[src/hw/rtl/sfr_pkg.sv]
// ----------------------------------------------------------------------------
// sfr_pkg: shared types and constants of the serial frame receiver
// frame layout positions, register map and reset values
// ----------------------------------------------------------------------------
package sfr_pkg;

   typedef logic [7:0] byte_type;
   typedef logic [2:0] pos_type;

   // frame layout: header, five payload bytes, checksum, footer
   localparam int unsigned PayloadBytes = 5;
   localparam pos_type FirstPayloadPos = 3'd1;
   localparam pos_type LastPayloadPos  = 3'd5;
   localparam pos_type SumPos          = 3'd6;
   localparam pos_type FooterPos       = 3'd7;

   // register map, indexed by the word address
   typedef enum logic {
      CSR_HEADER = 1'b0,
      CSR_FOOTER = 1'b1
   } csr_index_type;

   localparam byte_type HeaderReset = 8'hAA;
   localparam byte_type FooterReset = 8'h55;

   // status codes of a finished frame
   localparam logic StatusOk  = 1'b0;
   localparam logic StatusErr = 1'b1;

endpackage

[src/hw/rtl/serial_frame_receiver_top.sv]
// ----------------------------------------------------------------------------
// serial_frame_receiver_top: fixed length header/footer frame receiver
// hunts for a header byte, gathers an eight byte frame, checks sum and footer
// ----------------------------------------------------------------------------
// One received byte enters per request on the req_ channel and the block takes
// a new byte every clock cycle unless a result sits stalled at the output. Each
// byte first lands in an input register; when it moves on, the frame position
// counter, the running 8-bit sum and the payload registers are updated from it,
// and when the footer byte is reached a result with the five payload bytes and
// a status (0 ok, 1 footer or checksum mismatch) is loaded into the output
// register. Bytes that do not finish a frame give no result. A result waiting
// under rsp_stall holds only the input register; the byte in it moves on as
// soon as the output register is free or being emptied. While hunting, only a
// byte equal to header_byte opens a frame; inside a frame every byte is data,
// and a bad frame is still consumed whole before hunting resumes. header_byte
// (address 0) and footer_byte (address 4) are written through the APB-style
// csr_ port, by the user only while no frame is in flight; nothing enforces it.
// ----------------------------------------------------------------------------
module serial_frame_receiver_top (
   input  logic             clock,
   input  logic             reset,
   // request channel
   input  logic             req_valid,
   output logic             req_stall,
   input  logic [7:0]       req_rx_byte,
   // result channel
   output logic             rsp_valid,
   input  logic             rsp_stall,
   output logic [7:0]       rsp_command,
   output logic [7:0]       rsp_board,
   output logic [7:0]       rsp_channel_number,
   output logic [7:0]       rsp_first_param,
   output logic [7:0]       rsp_second_param,
   output logic             rsp_status,
   // configuration port
   input  logic             csr_psel,
   input  logic             csr_penable,
   input  logic             csr_pwrite,
   input  logic [2:0]       csr_paddr,
   input  logic [31:0]      csr_pwdata,
   output logic [31:0]      csr_prdata,
   output logic             csr_pready
);

   // configuration registers
   sfr_pkg::byte_type header_ff, header_in;
   sfr_pkg::byte_type footer_ff, footer_in;
   sfr_pkg::csr_index_type csr_index;
   logic csr_write;

   // input register
   logic              in_valid_ff, in_valid_in;
   sfr_pkg::byte_type in_byte_ff, in_byte_in;

   // frame state
   logic              in_frame_ff, in_frame_in;
   sfr_pkg::pos_type  pos_ff, pos_in;
   sfr_pkg::byte_type sum_ff, sum_in;
   sfr_pkg::byte_type rx_sum_ff, rx_sum_in;
   sfr_pkg::byte_type payload_ff [sfr_pkg::PayloadBytes];
   logic              payload_we;
   sfr_pkg::pos_type  payload_idx;

   // output register
   logic              out_valid_ff, out_valid_in;
   logic              out_load;
   logic              out_status_in;
   sfr_pkg::byte_type out_payload_ff [sfr_pkg::PayloadBytes];
   logic              out_status_ff;

   logic advance;

   // ---------------------------------------------------------------- csr port
   assign csr_pready = 1'b1;
   assign csr_index  = sfr_pkg::csr_index_type'(csr_paddr[2]);
   assign csr_write  = csr_psel & csr_penable & csr_pwrite & csr_pready;

   always_comb begin
      header_in = header_ff;
      footer_in = footer_ff;
      if (csr_write) begin
         case (csr_index)
            sfr_pkg::CSR_HEADER: header_in = csr_pwdata[7:0];
            sfr_pkg::CSR_FOOTER: footer_in = csr_pwdata[7:0];
            default: ;
         endcase
      end
   end

   always_comb begin
      case (csr_index)
         sfr_pkg::CSR_HEADER: csr_prdata = {24'd0, header_ff};
         sfr_pkg::CSR_FOOTER: csr_prdata = {24'd0, footer_ff};
         default:             csr_prdata = 32'd0;
      endcase
   end

   // ---------------------------------------------------------------- handshake
   // the input byte moves on unless a finished result sits stalled at the output
   assign advance     = in_valid_ff & ~(out_valid_ff & rsp_stall);
   assign req_stall   = in_valid_ff & ~advance;
   assign in_valid_in = req_valid | (in_valid_ff & ~advance);
   assign in_byte_in  = (req_valid & ~req_stall) ? req_rx_byte : in_byte_ff;

   // ---------------------------------------------------------------- frame logic
   always_comb begin
      in_frame_in   = in_frame_ff;
      pos_in        = pos_ff;
      sum_in        = sum_ff;
      rx_sum_in     = rx_sum_ff;
      payload_we    = 1'b0;
      payload_idx   = pos_ff - 3'd1;
      out_load      = 1'b0;
      out_status_in = sfr_pkg::StatusOk;
      if (advance) begin
         if (!in_frame_ff) begin
            // hunting: only the header value opens a frame
            if (in_byte_ff == header_ff) begin
               in_frame_in = 1'b1;
               pos_in      = sfr_pkg::FirstPayloadPos;
               sum_in      = in_byte_ff;
            end
         end else if (pos_ff inside {[sfr_pkg::FirstPayloadPos:sfr_pkg::LastPayloadPos]}) begin
            payload_we = 1'b1;
            sum_in     = sum_ff + in_byte_ff;
            pos_in     = pos_ff + 3'd1;
         end else if (pos_ff == sfr_pkg::SumPos) begin
            rx_sum_in = in_byte_ff;
            pos_in    = sfr_pkg::FooterPos;
         end else begin
            // footer byte closes the frame and always yields a result
            out_load      = 1'b1;
            out_status_in = (in_byte_ff == footer_ff && rx_sum_ff == sum_ff)
                            ? sfr_pkg::StatusOk : sfr_pkg::StatusErr;
            in_frame_in   = 1'b0;
            pos_in        = '0;
            sum_in        = '0;
         end
      end
   end

   assign out_valid_in = out_load | (out_valid_ff & rsp_stall);

   // ---------------------------------------------------------------- registers
   always_ff @(posedge clock) begin
      if (reset) begin
         header_ff    <= sfr_pkg::HeaderReset;
         footer_ff    <= sfr_pkg::FooterReset;
         in_valid_ff  <= 1'b0;
         in_frame_ff  <= 1'b0;
         pos_ff       <= '0;
         sum_ff       <= '0;
         out_valid_ff <= 1'b0;
      end else begin
         header_ff    <= header_in;
         footer_ff    <= footer_in;
         in_valid_ff  <= in_valid_in;
         in_frame_ff  <= in_frame_in;
         pos_ff       <= pos_in;
         sum_ff       <= sum_in;
         out_valid_ff <= out_valid_in;
      end
   end

   // payload and result data, no reset needed
   always_ff @(posedge clock) begin
      in_byte_ff <= in_byte_in;
      rx_sum_ff  <= rx_sum_in;
      if (payload_we) begin
         payload_ff[payload_idx] <= in_byte_ff;
      end
      if (out_load) begin
         out_payload_ff <= payload_ff;
         out_status_ff  <= out_status_in;
      end
   end

   // ---------------------------------------------------------------- outputs
   assign rsp_valid          = out_valid_ff;
   assign rsp_command        = out_payload_ff[0];
   assign rsp_board          = out_payload_ff[1];
   assign rsp_channel_number = out_payload_ff[2];
   assign rsp_first_param    = out_payload_ff[3];
   assign rsp_second_param   = out_payload_ff[4];
   assign rsp_status         = out_status_ff;

   // ---------------------------------------------------------------- assertions
   // hunting state always sits at position zero
   a_hunt_pos: assert property (@(posedge clock) disable iff (reset)
      !in_frame_ff |-> pos_ff == '0)
      else $error("position nonzero while hunting");

   // inside a frame the position never falls back to zero
   a_frame_pos: assert property (@(posedge clock) disable iff (reset)
      in_frame_ff |-> pos_ff != '0)
      else $error("position zero inside a frame");

   // the input side only stalls behind a stalled result
   a_stall_cause: assert property (@(posedge clock) disable iff (reset)
      req_stall |-> (out_valid_ff && rsp_stall))
      else $error("request stalled without output backpressure");

   // a footer byte that moves on always produces a result next cycle
   a_footer_result: assert property (@(posedge clock) disable iff (reset)
      (advance && in_frame_ff && pos_ff == sfr_pkg::FooterPos) |=> out_valid_ff)
      else $error("frame end gave no result");

endmodule
[config.mk]
export PLATFORM = sky130hd
export DESIGN_NAME = serial_frame_receiver_top
export DESIGN_NICKNAME = d
export VERILOG_FILES = /design/src/hw/rtl/sfr_pkg.sv /design/src/hw/rtl/serial_frame_receiver_top.sv
export SDC_FILE = /design/constraint.sdc
export NUM_CORES = 1
export LEC_CHECK = 0
export ABC_AREA = 1
export BUFFER_PORTS_ARGS = -buffer_cell sky130_fd_sc_hd__buf_2
export CAP_MARGIN = 20
export CORE_MARGIN = 1
export CORE_UTILIZATION = 40
export DETAILED_ROUTE_END_ITERATION = 8
export GPL_TIMING_DRIVEN = 1
export SLEW_MARGIN = 40
export SYNTH_ARGS = -nofsm -noshare
export SYNTH_HDL_FRONTEND = slang
export SYNTH_SLANG_ARGS = --single-unit
[constraint.sdc]
create_clock -name clock -period 4.2 [get_ports clock]
set_input_delay 0.42 -clock clock [delete_from_list [all_inputs] [get_ports clock]]
set_output_delay 0.42 -clock clock [all_outputs]
set_load 0.05 [all_outputs]
[After elaboration in Yosys (flattened, before gate mapping)]
Index checks and enable logic that the tools add are counted.
Storage, ports and cells
  register bits after elaboration: 127
  memories: 0
  memory bits (read-only): 0
  word-level logic and storage cells: 81
  output and inout bits: 76
  bits in latches: 0
  bits of input ports: 50
  memory bits (writable): 0
Cells by class
  shift operators: 0
  div/mod/pow operators: 0
  $mul: 0
  reduce and logical (&&, ||, !) cells: 10
  add/sub/neg operators: 3
  bitwise operators: 15
  eq/ne operators: 5
  muxes and demuxes: 24
  $lt $le $gt $ge: 4
Operator list (count)
  case mux 32 bit (2 select lines): 1
  bitwise mux 40 bit: 1
  2-to-1 mux 8 bit: 5
  demux 8 bit (select 3 bit): 1
  equality test 8 bit: 3
  2-to-1 mux 1 bit: 12
  2-to-1 mux 3 bit: 4
  adder 8 bit: 1
  AND 1 bit: 6
  inverter 1 bit: 6
  AND reduction 2 bit: 3
  greater-or-equal comparator 4 bit, second input constant: 1
  < comparator 4 x 1 -> 1 bit, second input constant: 1
  inverter 3 -> 4 bit: 1
  AND reduction 4 bit: 1
  OR reduction 4 bit: 1
  adder 3 x 1 -> 3 bit, second input constant: 1
  equality test 3 bit, second input constant: 1
  greater-or-equal comparator 3 x 1 -> 1 bit, second input constant: 1
  <= comparator 3 bit, second input constant: 1
  logical AND 1 bit: 3
  inequality test 3 bit, second input constant: 1
  AND reduction 3 bit: 1
  subtractor 3 x 1 -> 3 bit, second input constant: 1
  2 further kinds: 3

[Logic depth before layout (Yosys ltp)]
  depth in word-level cells: 7
  depth in mapped cells: 12
  depth with buffers taken out: 12

[Worst setup path after synthesis]
Ideal clock, no wire load.
  path type: reg-to-reg
  from: reg out_valid_ff (netlist: rsp_valid)
  to: reg out_status_ff (netlist: rsp_status) (data pin)
  required time: 4045 ps
  path buffers: 0
  setup time: 155 ps
  clock period less this slack: 3300 ps
  arrival: 3144 ps
  setup slack: 900 ps
  cell stages (with the launch flop): 8
  cells stage by stage: dfxtp_1 > nand2_1 > inv_1 > nor2_2 > nand2_1 > nor2_1 > inv_1 > a21oi_1
On the way
  cells in the longest elaborated chain, start to end: 5
Ends and longest elaborated chain
  start: declaration: RTL line serial_frame_receiver_top.sv:65  | logic out_valid_ff, out_valid_in;
  start signal: assignment: RTL line serial_frame_receiver_top.sv:161  | out_valid_ff <= out_valid_in;
  AND 1 bit: RTL line serial_frame_receiver_top.sv:100  | assign advance = in_valid_ff & ~(out_valid_ff & rsp_stall);
  inverter 1 bit: RTL line serial_frame_receiver_top.sv:100
  AND 1 bit: RTL line serial_frame_receiver_top.sv:100
  inverter 1 bit (no source line)
  OR reduction 4 bit (no source line)
  end signal: assignment: RTL line serial_frame_receiver_top.sv:174  | out_status_ff <= out_status_in;
  end: declaration: RTL line serial_frame_receiver_top.sv:69  | logic out_status_ff;
No other way between the ends.
A chain may end at the register's enable or synchronous reset.

[Final worst setup path]
  from: reg pos_ff[0]
  to: reg payload_ff[4] in the netlist's numbering, enable pin
On the way
  cells in the longest elaborated chain, start to end: 5
  elaborated cells between the ends (all ways): 6
  classes of those cells: 2 x order compare; 3 x mux; 1 x reduce/logical
Ends and longest elaborated chain
  start: declaration: RTL line serial_frame_receiver_top.sv:57  | sfr_pkg::pos_type pos_ff, pos_in;
  start signal: assignment: RTL line serial_frame_receiver_top.sv:159  | pos_ff <= pos_in;
  greater-or-equal comparator 3 x 1 -> 1 bit or <= comparator 3 bit (tied branches): RTL line serial_frame_receiver_top.sv:123  | end else if (pos_ff inside {[sfr_pkg::FirstPayloadPos:sfr_pkg::LastPayloadPos]}) begin
  logical AND 1 bit (*): RTL line serial_frame_receiver_top.sv:123
  2-to-1 mux 1 bit (*): RTL line serial_frame_receiver_top.sv:123
  2-to-1 mux 1 bit (*): RTL line serial_frame_receiver_top.sv:116  | if (!in_frame_ff) begin
  2-to-1 mux 1 bit (*): RTL line serial_frame_receiver_top.sv:115  | if (advance) begin
  end signal: indexed assignment: RTL line serial_frame_receiver_top.sv:170  | payload_ff[payload_idx] <= in_byte_ff;
  end: declaration: RTL line serial_frame_receiver_top.sv:60  | sfr_pkg::byte_type payload_ff [sfr_pkg::PayloadBytes];
Every way passes the cells marked *; elsewhere a longest branch is shown, timed or not.

==> metrics.md <==
| Metric | Value |
|---|---|
| Share of synthesized cell area in full adder, half adder and majority cells | 2.93% |
| Total clock sinks | 127 |
| Count of buffers from port buffering | 74 |
| Min-Delay Path Class | in -> reg |
| Setup TNS | 0 ps |
| Area fraction in and, or, nand and nor cells after synthesis | 14.7% |
| Final routed DRC violation total | 0 |
| Number of antenna repair diodes | 0 |
| Area after DPL | 0.00588 mm^2 |
| Max rail drop VDD | 0.000242 V |
| Startpoint of the most critical register-to-register path | pos_ff[0] |
| Power per unit of standard cell area | 476 mW/mm^2 |
| Starting density of the core | 41.8% |
| Number of antenna violations at the first check in global routing | 0 |
| Maximum number of pins on one net before global-route repair | 23 |
| Vias | 3,486 |
| Routed WL | 10,200 um |
| Wire per inst | 13.3 um |
| Count of maximum capacitance violations | 0 |
| Share of the clock period used by the worst path after layout | 57.4% |
| Share of post-route cells with drive strength above 1 | 21.4% |
| Unrepaired setup endpoints after global routing | false |
| Number of nets at the end of the flow | 642 |
| Die outline height | 118 um |
| Buffer levels on the longest clock path | 2 |
| Number of top-level pins | 126 |
| Highest clock rate | 415 MHz |
| Nature of the critical path endpoint | flip-flop |
| Row Count | 41 |
| Number of standard cells after synthesis | 495 |
| Vias in the first global route | 3,289 |
| Largest fanout of any net on the critical path | 8 |
| Post-detail-place hpwl | 7030 um |
| Status | completed |
| Root buf cell | clkbuf_16 |
| End of the worst register-to-register path | payload_ff[4] |
| Avg Cell Area, Syn | 10.9 um^2 |
| Worst Tran Pin Value | 779 ps |
| Worst slew margin relative to its limit | 47.6% |
| Total of warnings raised by yosys | 0 |
| Multiplexer area fraction after synthesis | 0% |
| Number of setup violations in the final report | 0 |
| Post-CTS Setup Bufs | 0 |
| Data required time of the critical path | 4320 ps |
| Initial detailed-routing violation count | 211 |
| Critical Path Source Type | flip-flop |
| Clock-pin slew on the worst setup and hold paths | 60 ps |
| Most area-hungry cell type in the Yosys netlist | edfxtp_1 |
| Fin area | 0.00651 mm^2 |
| Area of the die | 0.0139 mm^2 |
| TritonCTS clock tree | done |
| Layout-stage area growth over the synthesis result | 21.1% |
| Number of iterations in the first detailed-routing pass | 4 |
| Worst-case register-to-register setup slack | 1790 ps |
| Placeable Area | 0.0129 mm^2 |
| Cells on worst reg2reg path | 8 |
| Later-pin clock latency in the skew report | 420 ps |
| Total Power | 3100 uW |
| Cell types occupying the most area after synthesis | edfxtp_1 54%, dfxtp_1 11%, nand2_1 7.3% |
| # resized after CTS | 0 |
| Hold path endpoint | in_byte_ff[4] |
| Hold buffer count at CTS | 0 |
| H-tree depth | 4 |
| Detail-routed via count per cell | 4.56 |
| Total of flip-flops plus latches after synthesis | 127 |
| Share of the synthesized area in the top cell type | 54.2% |
| Count of pins over their slew limit | 0 |
| Total standard cell area after synthesis | 0.00538 mm^2 |
| Num CTS Buffers | 17 |
| Crit path launch | pos_ff[0] |
| Leakage component of the power | 0.00272 uW |
| Post-synthesis share of cell area spent on xor and xnor gates | 2.28% |
| Distinct cells, synth | 31 |
| Arrival time at the worst endpoint | 2530 ps |
| Clock period minus worst slack | 2410 ps |
| Setup CP Type | reg -> reg |
| Die extent in x | 118 um |
| Worst min-delay path startpoint | req_rx_byte[4] |
| Final GP Congestion | 0.816 |
| Residual antenna-violating net count after detailed routing | 0 |
| Worst Hold Depth | 1 |
| Grt ovf | 0 |
| Post-synthesis sequential area ratio | 65.3% |
| Combinational family with the most area after synthesis | simple AND/OR/NAND/NOR gates |
| Max Clock Skew | 9.34 ps |
| Global-route wire length before repair | 16,200 um |
| Complex-gate fraction of the synthesized area | 6.07% |
| Post-Route Utilization | 50.6% |
| Aggregate global-route resource usage | 15.5% |
| Fin. Hold Viols | 0 |
## report_power, final
part           internal (uW)  switching [uW]  leakage [uW]
registers               1350            21.4       0.00112
clock network           1000             561      0.000310
logic                   34.8             121       0.00129
## worst max-delay path by stage
stage	endpoint	slack (ps)
2_1_floorplan	rsp_status	900
3_3_place_gp	rsp_status	1670
3_5_place_dp	payload_ff[4]	1750
4_1_cts	payload_ff[5]	1730
5_1_grt	payload_ff[4]	1570
6_report	payload_ff[4]	1790
## worst max-delay path: stages, from the launching register on
cell     delay (ps)
dfxtp_1         340
inv_1           240
nand3_1         170
nand3_2         200
nand2_4          90
nor2_1          100
inv_1            90
nor4_1          600
buf_4           280
## final cells by class
type                            count  area (um^2)
Tap cell                          172          215
Clock inverter                     15          208
Clock buffer                       17          425
Sequential cell                   127         3510
Inverter                           59          221
Fill cell                        1158         6370
Timing Repair Buffer               77          408
Multi-Input combinational cell    298         1520
## kinds of logic (layout without fill, tap and decap cells)
family          count (synthesis)  count (layout)
simple gates                  186             186
flops                         127             127
buf+inv                        93             168
compound gates                 61              61
xor+xnor                       14              14
fa+ha+maj                      12              12
other cells                     2              25
## state kept, by name, indices dropped and copies added, names as in the netlist, 8 cells and up
register and cells:
rsp_command 8, rsp_second_param 8, payload_ff 40, header_ff 8, footer_ff 8, rsp_first_param 8, rsp_channel_number 8, sum_ff 8
rx_sum_ff 8, in_byte_ff 8, rsp_board 8
## cell usage in the layout (no fill, tap or decap), types with 3 or more instances in the layout
master	Yosys	final
or2_2	3	3
xnor2_1	13	13
a21oi_2	3	3
nor2_1	35	34
nand2_1	104	104
dfxtp_1	30	30
edfxtp_1	97	97
bufinv_16	0	4
nor2_2	3	3
inv_6	0	4
ha_1	11	11
buf_2	3	74
inv_1	59	59
a21oi_1	25	25
conb_1	2	25
nand3_1	23	23
nand4_1	6	6
o21ai_0	29	29
clkbuf_16	0	17
nor3_2	0	4
## per-stage QoR
stage | hold slack (ps) | std cells | setup slack (ps)
final | 186 | 765 | 1790
after global routing | 167 | 765 | 1570
after CTS | 168 | 765 | 1730
after detailed placement | 405 | 733 | 1750
after global placement | 401 | 731 | 1670
after floorplan | 400 | 518 | 900
## synthesized netlist by cell type
cell type and n:
nand4_1 6, fa_1 1, dfxtp_1 30, nand3_1 23, clkbuf_2 1, edfxtp_1 97, inv_1 59, nor3_1 6
o21ai_1 1, nand2_4 1, buf_4 26, or2_2 3, o21ai_2 2, a21oi_2 3, nor2_2 3, o21a_1 1
nand3b_1 2, conb_1 2, nand2_1 104, nor2_1 35, nand3_2 1, xnor2_1 13, ha_1 11, buf_2 3
o21ai_0 29, clkbuf_1 3, a21oi_1 25, nor4_1 1, nand2_2 1, xor2_1 1, buf_6 1
## routing by layer
metal	up-vias	wire length (um)	share of wire, %	track usage [%]
met1	1605	4620	45	18.0
met2	96	4940	48	26.5
met3	13	475	4.7	4.99
li1	1772	-	-	-
met4	0	151	1.5	5.77
met5	-	0	0	0
Note: power is estimated with default switching activity, not from simulation.
